### src/rtl/drive_enable_interlock_defines.svh
`ifndef DRIVE_ENABLE_INTERLOCK_DEFINES_SVH
`define DRIVE_ENABLE_INTERLOCK_DEFINES_SVH

// same-cycle implication under reset
`define DEI_ASSERT_NOW(label, clk, rst_n, ante, cons) \
    label: assert property (@(posedge clk) disable iff (!rst_n) (ante) |-> (cons)) \
        else $error("interlock check failed");

// next-cycle implication under reset
`define DEI_ASSERT_NEXT(label, clk, rst_n, ante, cons) \
    label: assert property (@(posedge clk) disable iff (!rst_n) (ante) |=> (cons)) \
        else $error("interlock check failed");

`endif

### src/rtl/dei_pkg.sv
package dei_pkg;

    localparam int CFG_DATA_W  = 8;
    localparam int CFG_ADDR_W  = 3;
    localparam int STICK_COUNT = 4;
    localparam int TILT_COUNT  = 2;

    typedef enum logic [CFG_ADDR_W-1:0] {
        REG_STARTUP_TICKS    = 3'd0,
        REG_HOLD_TICKS       = 3'd1,
        REG_STICK_IDLE_TICKS = 3'd2,
        REG_AWAY_TICKS       = 3'd3,
        REG_TILT_NOISE_BAND  = 3'd4
    } cfg_index_t;

    typedef struct packed {
        logic [7:0] startup_ticks;
        logic [7:0] hold_ticks;
        logic [7:0] stick_idle_ticks;
        logic [7:0] away_ticks;
        logic [6:0] tilt_noise_band;
    } cfg_t;

    localparam logic [7:0] RST_STARTUP_TICKS    = 8'd150;
    localparam logic [7:0] RST_HOLD_TICKS       = 8'd50;
    localparam logic [7:0] RST_STICK_IDLE_TICKS = 8'd50;
    localparam logic [7:0] RST_AWAY_TICKS       = 8'd100;
    localparam logic [6:0] RST_TILT_NOISE_BAND  = 7'd1;

endpackage

### src/rtl/dei_cfg_regs.sv
module dei_cfg_regs
    import dei_pkg::*;
(
    input  logic                  clk,
    input  logic                  rst_n,
    input  logic                  cfg_we,
    input  logic [CFG_ADDR_W-1:0] cfg_addr,
    input  logic [CFG_DATA_W-1:0] cfg_wdata,
    output cfg_t                  cfg
);

    cfg_t cfg_reg;
    cfg_t cfg_next;

    always_comb
    begin
        cfg_next = cfg_reg;
        if (cfg_we)
        begin
            unique case (cfg_index_t'(cfg_addr))
                REG_STARTUP_TICKS:    cfg_next.startup_ticks    = cfg_wdata;
                REG_HOLD_TICKS:       cfg_next.hold_ticks       = cfg_wdata;
                REG_STICK_IDLE_TICKS: cfg_next.stick_idle_ticks = cfg_wdata;
                REG_AWAY_TICKS:       cfg_next.away_ticks       = cfg_wdata;
                REG_TILT_NOISE_BAND:  cfg_next.tilt_noise_band  = cfg_wdata[6:0];
                default:              cfg_next = cfg_reg;
            endcase
        end
    end

    always_ff @(posedge clk or negedge rst_n)
    begin
        if (!rst_n)
        begin
            cfg_reg.startup_ticks    <= RST_STARTUP_TICKS;
            cfg_reg.hold_ticks       <= RST_HOLD_TICKS;
            cfg_reg.stick_idle_ticks <= RST_STICK_IDLE_TICKS;
            cfg_reg.away_ticks       <= RST_AWAY_TICKS;
            cfg_reg.tilt_noise_band  <= RST_TILT_NOISE_BAND;
        end
        else
        begin
            cfg_reg <= cfg_next;
        end
    end

    assign cfg = cfg_reg;

endmodule

### src/rtl/dei_in_stage.sv
module dei_in_stage
    import dei_pkg::*;
#(
    parameter int DATA_W = 48
)
(
    input  logic              clk,
    input  logic              rst_n,
    input  logic              s_tvalid,
    output logic              s_tready,
    input  logic [DATA_W-1:0] s_data,
    input  logic              s_flag,
    input  logic              fire,
    output logic              valid,
    output logic [DATA_W-1:0] data,
    output logic              flag
);

    logic              valid_reg;
    logic              valid_next;
    logic [DATA_W-1:0] data_reg;
    logic              flag_reg;
    logic              take;

    assign s_tready = !valid_reg || fire;
    assign take     = s_tvalid && s_tready;

    always_comb
    begin
        valid_next = valid_reg;
        if (take)
        begin
            valid_next = 1'b1;
        end
        else if (fire)
        begin
            valid_next = 1'b0;
        end
    end

    always_ff @(posedge clk or negedge rst_n)
    begin
        if (!rst_n)
        begin
            valid_reg <= 1'b0;
        end
        else
        begin
            valid_reg <= valid_next;
        end
    end

    always_ff @(posedge clk)
    begin
        if (take)
        begin
            data_reg <= s_data;
            flag_reg <= s_flag;
        end
    end

    assign valid = valid_reg;
    assign data  = data_reg;
    assign flag  = flag_reg;

endmodule

### src/rtl/dei_core.sv
`include "drive_enable_interlock_defines.svh"

module dei_core
    import dei_pkg::*;
#(
    parameter int SAMPLE_BITS = 8,
    parameter int COUNT_BITS  = 8
)
(
    input  logic                                     clk,
    input  logic                                     rst_n,
    input  cfg_t                                     cfg,
    input  logic                                     fire,
    input  logic [STICK_COUNT-1:0][SAMPLE_BITS-1:0]  sticks,
    input  logic [TILT_COUNT-1:0][SAMPLE_BITS-1:0]   tilt,
    input  logic                                     switch_down,
    output logic                                     res_system,
    output logic                                     res_drive
);

    localparam int HW = COUNT_BITS + 1;
    localparam int CW = (HW > 8) ? HW : 8;
    localparam int DW = SAMPLE_BITS + 1;
    localparam int MW = (DW > 7) ? DW : 7;
    localparam logic [COUNT_BITS-1:0] IDLE_MAX = {COUNT_BITS{1'b1}};
    localparam logic [HW-1:0]         WIDE_MAX = {HW{1'b1}};

    logic [STICK_COUNT-1:0][SAMPLE_BITS-1:0] prev_sticks_reg;
    logic [TILT_COUNT-1:0][SAMPLE_BITS-1:0]  prev_tilt_reg, prev_tilt_next;
    logic [7:0]            startup_count_reg, startup_count_next;
    logic                  switch_latch_reg, switch_latch_next;
    logic [HW-1:0]         hold_count_reg, hold_count_next;
    logic [COUNT_BITS-1:0] idle_count_reg, idle_count_next;
    logic [HW-1:0]         away_count_reg, away_count_next;
    logic                  system_flag_reg, system_flag_next;
    logic                  drive_flag_reg, drive_flag_next;

    logic                  moved;
    logic                  idle;
    logic [8:0]            startup_inc;
    logic                  in_startup;
    logic signed [DW-1:0]  diff [TILT_COUNT];
    logic [DW-1:0]         mag [TILT_COUNT];
    logic [TILT_COUNT-1:0] still;
    logic                  tilted;

    always_comb
    begin
        moved = 1'b0;
        for (int i = 0; i < STICK_COUNT; i++)
        begin
            if (sticks[i] != prev_sticks_reg[i])
            begin
                moved = 1'b1;
            end
        end
    end

    // tilt change with the noise band taken out
    always_comb
    begin
        tilted = 1'b0;
        for (int i = 0; i < TILT_COUNT; i++)
        begin
            diff[i] = $signed({tilt[i][SAMPLE_BITS-1], tilt[i]})
                    - $signed({prev_tilt_reg[i][SAMPLE_BITS-1], prev_tilt_reg[i]});
            mag[i]  = diff[i][DW-1] ? DW'(-diff[i]) : DW'(diff[i]);
            still[i] = MW'(mag[i]) <= MW'(cfg.tilt_noise_band);
            if (tilt[i] != '0)
            begin
                tilted = 1'b1;
            end
        end
    end

    assign startup_inc = {1'b0, startup_count_reg} + 9'd1;
    assign in_startup  = startup_inc <= {1'b0, cfg.startup_ticks};

    always_comb
    begin
        prev_tilt_next     = prev_tilt_reg;
        startup_count_next = startup_count_reg;
        switch_latch_next  = switch_latch_reg;
        hold_count_next    = hold_count_reg;
        idle_count_next    = idle_count_reg;
        away_count_next    = away_count_reg;
        system_flag_next   = system_flag_reg;
        drive_flag_next    = drive_flag_reg;
        idle               = 1'b0;

        if (in_startup)
        begin
            startup_count_next = startup_inc[7:0];
            if (switch_down)
            begin
                switch_latch_next = 1'b1;
            end
        end
        else
        begin
            startup_count_next = cfg.startup_ticks;
            if (switch_latch_reg)
            begin
                system_flag_next = 1'b0;
                drive_flag_next  = 1'b0;
                if (!switch_down)
                begin
                    switch_latch_next = 1'b0;
                end
            end
            else
            begin
                system_flag_next = 1'b1;

                if (!moved)
                begin
                    if (CW'(idle_count_reg) >= CW'(cfg.stick_idle_ticks))
                    begin
                        idle = 1'b1;
                    end
                    else if (idle_count_reg < IDLE_MAX)
                    begin
                        idle_count_next = idle_count_reg + 1'b1;
                    end
                end
                else
                begin
                    idle_count_next = '0;
                end

                away_count_next = '0;
                if (drive_flag_reg && idle)
                begin
                    prev_tilt_next = tilt;
                    if ((&still) && tilted)
                    begin
                        away_count_next = (away_count_reg < WIDE_MAX)
                                        ? away_count_reg + 1'b1 : away_count_reg;
                    end
                end

                if (CW'(away_count_next) >= CW'(cfg.away_ticks))
                begin
                    // forced shutdown
                    drive_flag_next   = 1'b0;
                    system_flag_next  = 1'b0;
                    switch_latch_next = 1'b1;
                    hold_count_next   = '0;
                    away_count_next   = '0;
                end
                else
                begin
                    hold_count_next = hold_count_reg;
                    if (CW'(hold_count_reg) >= CW'(cfg.hold_ticks))
                    begin
                        drive_flag_next = 1'b1;
                        hold_count_next = HW'(cfg.hold_ticks);
                    end
                    if (switch_down)
                    begin
                        if (hold_count_next < WIDE_MAX)
                        begin
                            hold_count_next = hold_count_next + 1'b1;
                        end
                    end
                    else
                    begin
                        drive_flag_next = 1'b0;
                        hold_count_next = '0;
                    end
                end
            end
        end
    end

    always_ff @(posedge clk or negedge rst_n)
    begin
        if (!rst_n)
        begin
            prev_sticks_reg   <= '0;
            prev_tilt_reg     <= '0;
            startup_count_reg <= '0;
            switch_latch_reg  <= 1'b0;
            hold_count_reg    <= '0;
            idle_count_reg    <= '0;
            away_count_reg    <= '0;
            system_flag_reg   <= 1'b0;
            drive_flag_reg    <= 1'b0;
        end
        else if (fire)
        begin
            prev_sticks_reg   <= sticks;
            prev_tilt_reg     <= prev_tilt_next;
            startup_count_reg <= startup_count_next;
            switch_latch_reg  <= switch_latch_next;
            hold_count_reg    <= hold_count_next;
            idle_count_reg    <= idle_count_next;
            away_count_reg    <= away_count_next;
            system_flag_reg   <= system_flag_next;
            drive_flag_reg    <= drive_flag_next;
        end
    end

    assign res_system = system_flag_next;
    assign res_drive  = drive_flag_next;

    `DEI_ASSERT_NOW(a_drive_needs_system, clk, rst_n, drive_flag_reg, system_flag_reg)
    `DEI_ASSERT_NOW(a_latch_forces_off, clk, rst_n,
        fire && !in_startup && switch_latch_reg, !res_system && !res_drive)
    `DEI_ASSERT_NEXT(a_release_stops_drive, clk, rst_n,
        fire && !in_startup && !switch_down, !drive_flag_reg)

endmodule

### src/rtl/dei_out_stage.sv
module dei_out_stage
    import dei_pkg::*;
(
    input  logic       clk,
    input  logic       rst_n,
    input  logic       fire,
    input  logic       res_system,
    input  logic       res_drive,
    output logic       out_ready,
    output logic       m_tvalid,
    input  logic       m_tready,
    output logic [7:0] m_tdata
);

    logic       valid_reg;
    logic       valid_next;
    logic [1:0] data_reg;

    assign out_ready = !valid_reg || m_tready;

    always_comb
    begin
        valid_next = valid_reg;
        if (fire)
        begin
            valid_next = 1'b1;
        end
        else if (m_tready)
        begin
            valid_next = 1'b0;
        end
    end

    always_ff @(posedge clk or negedge rst_n)
    begin
        if (!rst_n)
        begin
            valid_reg <= 1'b0;
        end
        else
        begin
            valid_reg <= valid_next;
        end
    end

    always_ff @(posedge clk)
    begin
        if (fire)
        begin
            data_reg <= {res_drive, res_system};
        end
    end

    assign m_tvalid = valid_reg;
    assign m_tdata  = {6'b0, data_reg};

endmodule

### src/rtl/drive_enable_interlock.sv
// Safety interlock for a remote-controlled robot, one control tick per stream transfer.
// A new input is taken every clock cycle unless the result side stalls; each tick passes
// through the input register, then the result register, and its state update is a single
// pass of compare and increment logic between them. Outputs stay held for startup_ticks
// ticks after reset, a switch found down during that window or a forced shutdown latches
// both enables off until the switch is released, and drive enables once the switch has been
// held for hold_ticks ticks. Config writes are expected only while no tick is in flight.
module drive_enable_interlock
    import dei_pkg::*;
#(
    parameter int SAMPLE_BITS = 8,
    parameter int COUNT_BITS  = 8
)
(
    input  logic                  clk,
    input  logic                  rst_n,
    input  logic                  cfg_we,
    input  logic [CFG_ADDR_W-1:0] cfg_addr,
    input  logic [CFG_DATA_W-1:0] cfg_wdata,
    input  logic                  s_tvalid,
    output logic                  s_tready,
    // right_stick_y, right_stick_x, left_stick_y, left_stick_x, tilt_x, tilt_y
    input  logic [((6*SAMPLE_BITS+7)/8)*8-1:0] s_tdata,
    // switch_down
    input  logic                  s_tuser,
    output logic                  m_tvalid,
    input  logic                  m_tready,
    // system_enable, drive_enable
    output logic [7:0]            m_tdata
);

    localparam int FIELD_W = 6 * SAMPLE_BITS;

    cfg_t                cfg;
    logic                fire;
    logic                out_ready;
    logic                in_valid;
    logic [FIELD_W-1:0]  in_data;
    logic                in_switch;
    logic                res_system;
    logic                res_drive;
    logic [STICK_COUNT-1:0][SAMPLE_BITS-1:0] sticks;
    logic [TILT_COUNT-1:0][SAMPLE_BITS-1:0]  tilt;

    dei_cfg_regs u_cfg_regs (
        .clk       (clk),
        .rst_n     (rst_n),
        .cfg_we    (cfg_we),
        .cfg_addr  (cfg_addr),
        .cfg_wdata (cfg_wdata),
        .cfg       (cfg)
    );

    dei_in_stage #(
        .DATA_W (FIELD_W)
    ) u_in_stage (
        .clk      (clk),
        .rst_n    (rst_n),
        .s_tvalid (s_tvalid),
        .s_tready (s_tready),
        .s_data   (s_tdata[FIELD_W-1:0]),
        .s_flag   (s_tuser),
        .fire     (fire),
        .valid    (in_valid),
        .data     (in_data),
        .flag     (in_switch)
    );

    assign fire   = in_valid && out_ready;
    assign sticks = in_data[STICK_COUNT*SAMPLE_BITS-1:0];
    assign tilt   = in_data[FIELD_W-1:STICK_COUNT*SAMPLE_BITS];

    dei_core #(
        .SAMPLE_BITS (SAMPLE_BITS),
        .COUNT_BITS  (COUNT_BITS)
    ) u_core (
        .clk         (clk),
        .rst_n       (rst_n),
        .cfg         (cfg),
        .fire        (fire),
        .sticks      (sticks),
        .tilt        (tilt),
        .switch_down (in_switch),
        .res_system  (res_system),
        .res_drive   (res_drive)
    );

    dei_out_stage u_out_stage (
        .clk        (clk),
        .rst_n      (rst_n),
        .fire       (fire),
        .res_system (res_system),
        .res_drive  (res_drive),
        .out_ready  (out_ready),
        .m_tvalid   (m_tvalid),
        .m_tready   (m_tready),
        .m_tdata    (m_tdata)
    );

endmodule

### config.mk
export PLATFORM = sky130hd
export DESIGN_NAME = drive_enable_interlock
export DESIGN_NICKNAME = d
export VERILOG_FILES = /design/src/rtl/dei_pkg.sv /design/src/rtl/dei_cfg_regs.sv /design/src/rtl/dei_in_stage.sv /design/src/rtl/dei_core.sv /design/src/rtl/dei_out_stage.sv /design/src/rtl/drive_enable_interlock.sv
export VERILOG_INCLUDE_DIRS = /design/src /design/src/rtl
export SDC_FILE = /design/constraint.sdc
export NUM_CORES = 1
export LEC_CHECK = 0
export BUFFER_PORTS_ARGS = -buffer_cell sky130_fd_sc_hd__buf_4
export CAP_MARGIN = 10
export CORE_UTILIZATION = 65
export DETAILED_ROUTE_END_ITERATION = 6
export PLACE_DENSITY = 0.85
export RECOVER_POWER = 50
export SYNTH_ARGS = -nofsm -noshare
export SYNTH_HDL_FRONTEND = slang
export SYNTH_HIERARCHICAL = 1
export SYNTH_SLANG_ARGS = --single-unit
### constraint.sdc
create_clock -name clk -period 13.2 [get_ports clk]
set_clock_uncertainty 0.1 [all_clocks]
set_input_delay 0 -clock clk [delete_from_list [all_inputs] [get_ports clk]]
set_output_delay 0 -clock clk [all_outputs]
set_load 0.01 [all_outputs]
==> impl_metrics.ini <==
[floorplanning]
die_h_um = 126
io_pins = 75
core-area_mm2 = 0.0148
fp.dieW_um = 126
start_util_pct = 67.6
rows = 44
die_area_mm2 = 0.0159

[cts]
tritoncts = done
clk_latency_ns = 0.44
h-tree-depth = 4
cts-resized-gates = 0
ctsRootBufferMaster = clkbuf_16
clock_path_buffers = 2
clkSlewWorstSetupHoldPaths_ns = 0.08
cts_num_sinks = 177
cts_buffers = 17

[power_and_ir_drop]
switching_share_pct = 34.6
pwr-share-seq_pct = 40.8
switching_power_uw = 645
intPower_mw = 1.22
power_frac_comb_pct = 30.8
design_power_total_mw = 1.86
ir_drop_mv = 0.130
leakage_nw = 5.06
power_density_mw_per_mm2 = 157
clkPwrFrac_pct = 28.4

[layout]
antenna_cells = 0
final_layout_size_suffix_gt1_share_pct = 20.7
area_delta_synth_final_pct = 18.6
layout.nets = 1168
instances_no_fill = 1230
final_util_pct = 80.2
largest_register_ffs = 48
nFillCells = 799

[timing]
maxSlewHeadroom_pct = -186
layout_min_cycle_time_ns = 7.03
setup_tns_ns = 0
finalHoldViolations = 0
fmax_mhz = 142
worst_slew_pin_slew_ns = 4.29
final_max_slew_viol_count = 195
report.final.setup_viol = 0
period_share_pct = 53.3
setup_ws_ns = 6.17
grt_setup_unrepaired = false

[drt]
vias = 7470
via_per_inst = 6.07
wl_per_cell_um = 18.8
wirelength_mm = 23.1
drc = 0
drt_pass1_iterations = 6
ant_nets = 0
drtIter0Drc = 692

[grt]
grt_max_degree = 80
grt_pass1_vias = 7636
grt_overflow_total = 0
grt_pass1_wl_mm = 38.7
antenna_found_initial = 0
grt.total_usage_pct = 31.3

[worst_setup_path]
arrival_ns = 7.29
path_class = register to register
timing.rr.end = u_core/hold_count_reg[8]
crit_fanout = 12
crit_path_end_kind = register
worst_r2r_path_depth = 29
slowest_stage = a31oi_1
required_ns = 13.46
r2r_setup_slack_ns = 6.17
r2r_start = u_in_stage/data[40]
cp-start-kind = register
cpPeakStageDelay_ns = 0.45

[yosys]
async_reset_ff_share_pct = 71.2
synthFlopType = dfrtp_1
ys_types = 67
ys_ff_latch = 177
synthesis.area_mm2 = 0.00998
ys_seq_area_share_pct = 47.1
syn_inst = 901
synth_edf_count = 51
ys.warnings.count = 6
syn_avg_cell_area_um2 = 11.1

[placed_design]
dp_slack_ns = 6.34
dp.cells = 1135
hpwl_mm = 13.6
io_buffer_count = 68
routabilityCongestion = 0.855

[run_status]
violations = capacitance limit, slew limit
outcome = complete, but fails checks

[worst_hold_path]
worst_hold_startpoint = cfg_we
hold_end = u_cfg_regs/cfg[14]
hold_depth = 3
hp-class = input pin to register

[run]
cap_viol_max_count = 3
-- critical path: cells and delay by family (launching register included) --
kind / cells / cell delay (ns)
compound gates: 13 / 3.00
simple gates: 7 / 1.65
fa+ha+maj: 4 / 1.21
buf+inv: 4 / 0.42
flops: 1 / 0.39
xor+xnor: 1 / 0.17
-- through the flow --
step,area (um2),hold slack (ns)
floorplan,10000,-0.396
global placement,10600,0.0780
detailed placement,10600,0.0792
CTS,11900,0.0458
global route,11800,0.185
finish,11800,0.188
-- cells in the mapped netlist, drive strengths merged, types with 4 or more instances --
cell     instances  area share, %
a32o             5           0.50
and3             9           0.56
o211ai           5           0.38
a21o            16            1.2
edfxtp          51             15
or3             10           0.68
nor4             9           0.56
dfrtp          112             28
or2              9           0.56
dfstp           14            3.7
a211o            5           0.44
nor3            15           0.75
nand2b          11           0.87
xnor2           58            5.1
o21a             7           0.53
o2111ai          4           0.53
nand2           53            2.0
a31oi            6           0.38
ha              68            8.5
nand4           15           0.94
a211oi           9           0.68
nor2            29            1.1
nand3           30            1.5
xor2             9           0.79
buf             19            1.1
clkbuf          11           0.43
mux2            89             10
nor2b            9           0.56
a21oi           47            2.4
and4             4           0.38
o21ai           44            2.2
inv             67            2.5
and2             9           0.59
-- routing by layer --
metal / share of wire, % / routed length, um / vias up / GRT usage [%]
li1: - / - / 3515 / -
met1: 42 / 9670 / 3642 / 39.3
met2: 51 / 11700 / 258 / 53.5
met3: 4.6 / 1070 / 55 / 6.37
met4: 3.0 / 687 / 0 / 12.3
met5: 0 / 0 / - / 0
-- worst max path at each step --
stage,from,endpoint,cells past startpoint
after floorplan,u_in_stage/data[40],u_out_stage/data_reg[1],30
after global placement,u_in_stage/data[40],u_core/hold_count_reg[8],29
after detailed placement,u_in_stage/data[40],u_core/hold_count_reg[8],29
after CTS,u_in_stage/data[40],u_core/hold_count_reg[8],29
after global routing,u_in_stage/data[40],u_core/hold_count_reg[8],29
final,u_in_stage/data[40],u_core/hold_count_reg[8],29
-- kinds of logic after synthesis --
group / synth area share [%]
buffers and inverters: 4.06
XOR/XNOR: 5.88
multiplexers: 10.0
flip-flops: 47.1
adder cells (fa/ha/maj): 8.93
other: 0.0376
AND/OR/NAND/NOR: 12.4
AO/OA/AOI/OAI: 11.6
-- final cells by class --
class | instances | area, um2 | area share, %
Multi-Input combinational cell | 632 | 4890 | 41.3
Sequential cell | 177 | 4700 | 39.7
Timing Repair Buffer | 138 | 1150 | 9.71
Clock buffer | 17 | 425 | 3.59
Inverter | 67 | 251 | 2.12
Tap cell | 184 | 230 | 1.95
Clock inverter | 15 | 190 | 1.61
-- timing repair --
item	in CTS	in global routing
endpoints found under the setup margin	0	0
hold buffers	63	0
setup buffers	0	0
hold endpoints to repair	155	0
-- layout by cell type (no fill, tap or decap), types with 12 or more instances in the layout --
cell           instances
nor3_1                15
dfrtp_1              112
clkbuf_1              12
a21oi_1               47
inv_1                 67
nor2_1                29
o21ai_0               44
dlygate4sd3_1         63
xnor2_1               58
ha_1                  68
dfstp_2               14
buf_4                 16
edfxtp_1              51
mux2_2                87
nand4_1               15
clkbuf_16             17
clkbuf_4              47
nand2_1               53
a21o_1                16
nand3_1               30
-- power by group through the flow --
| stage | Clock, mW | Combinational [mW] | Sequential [mW] |
|---|---|---|---|
| 2_1_floorplan | 0 | 0.414 | 0.736 |
| 3_3_place_gp | 0 | 0.512 | 0.754 |
| 3_5_place_dp | 0 | 0.528 | 0.759 |
| 4_1_cts | 0.528 | 0.555 | 0.750 |
| 5_1_grt | 0.559 | 0.633 | 0.769 |
| 6_report | 0.529 | 0.574 | 0.759 |
Note: power is estimated with default switching activity, not from simulation.
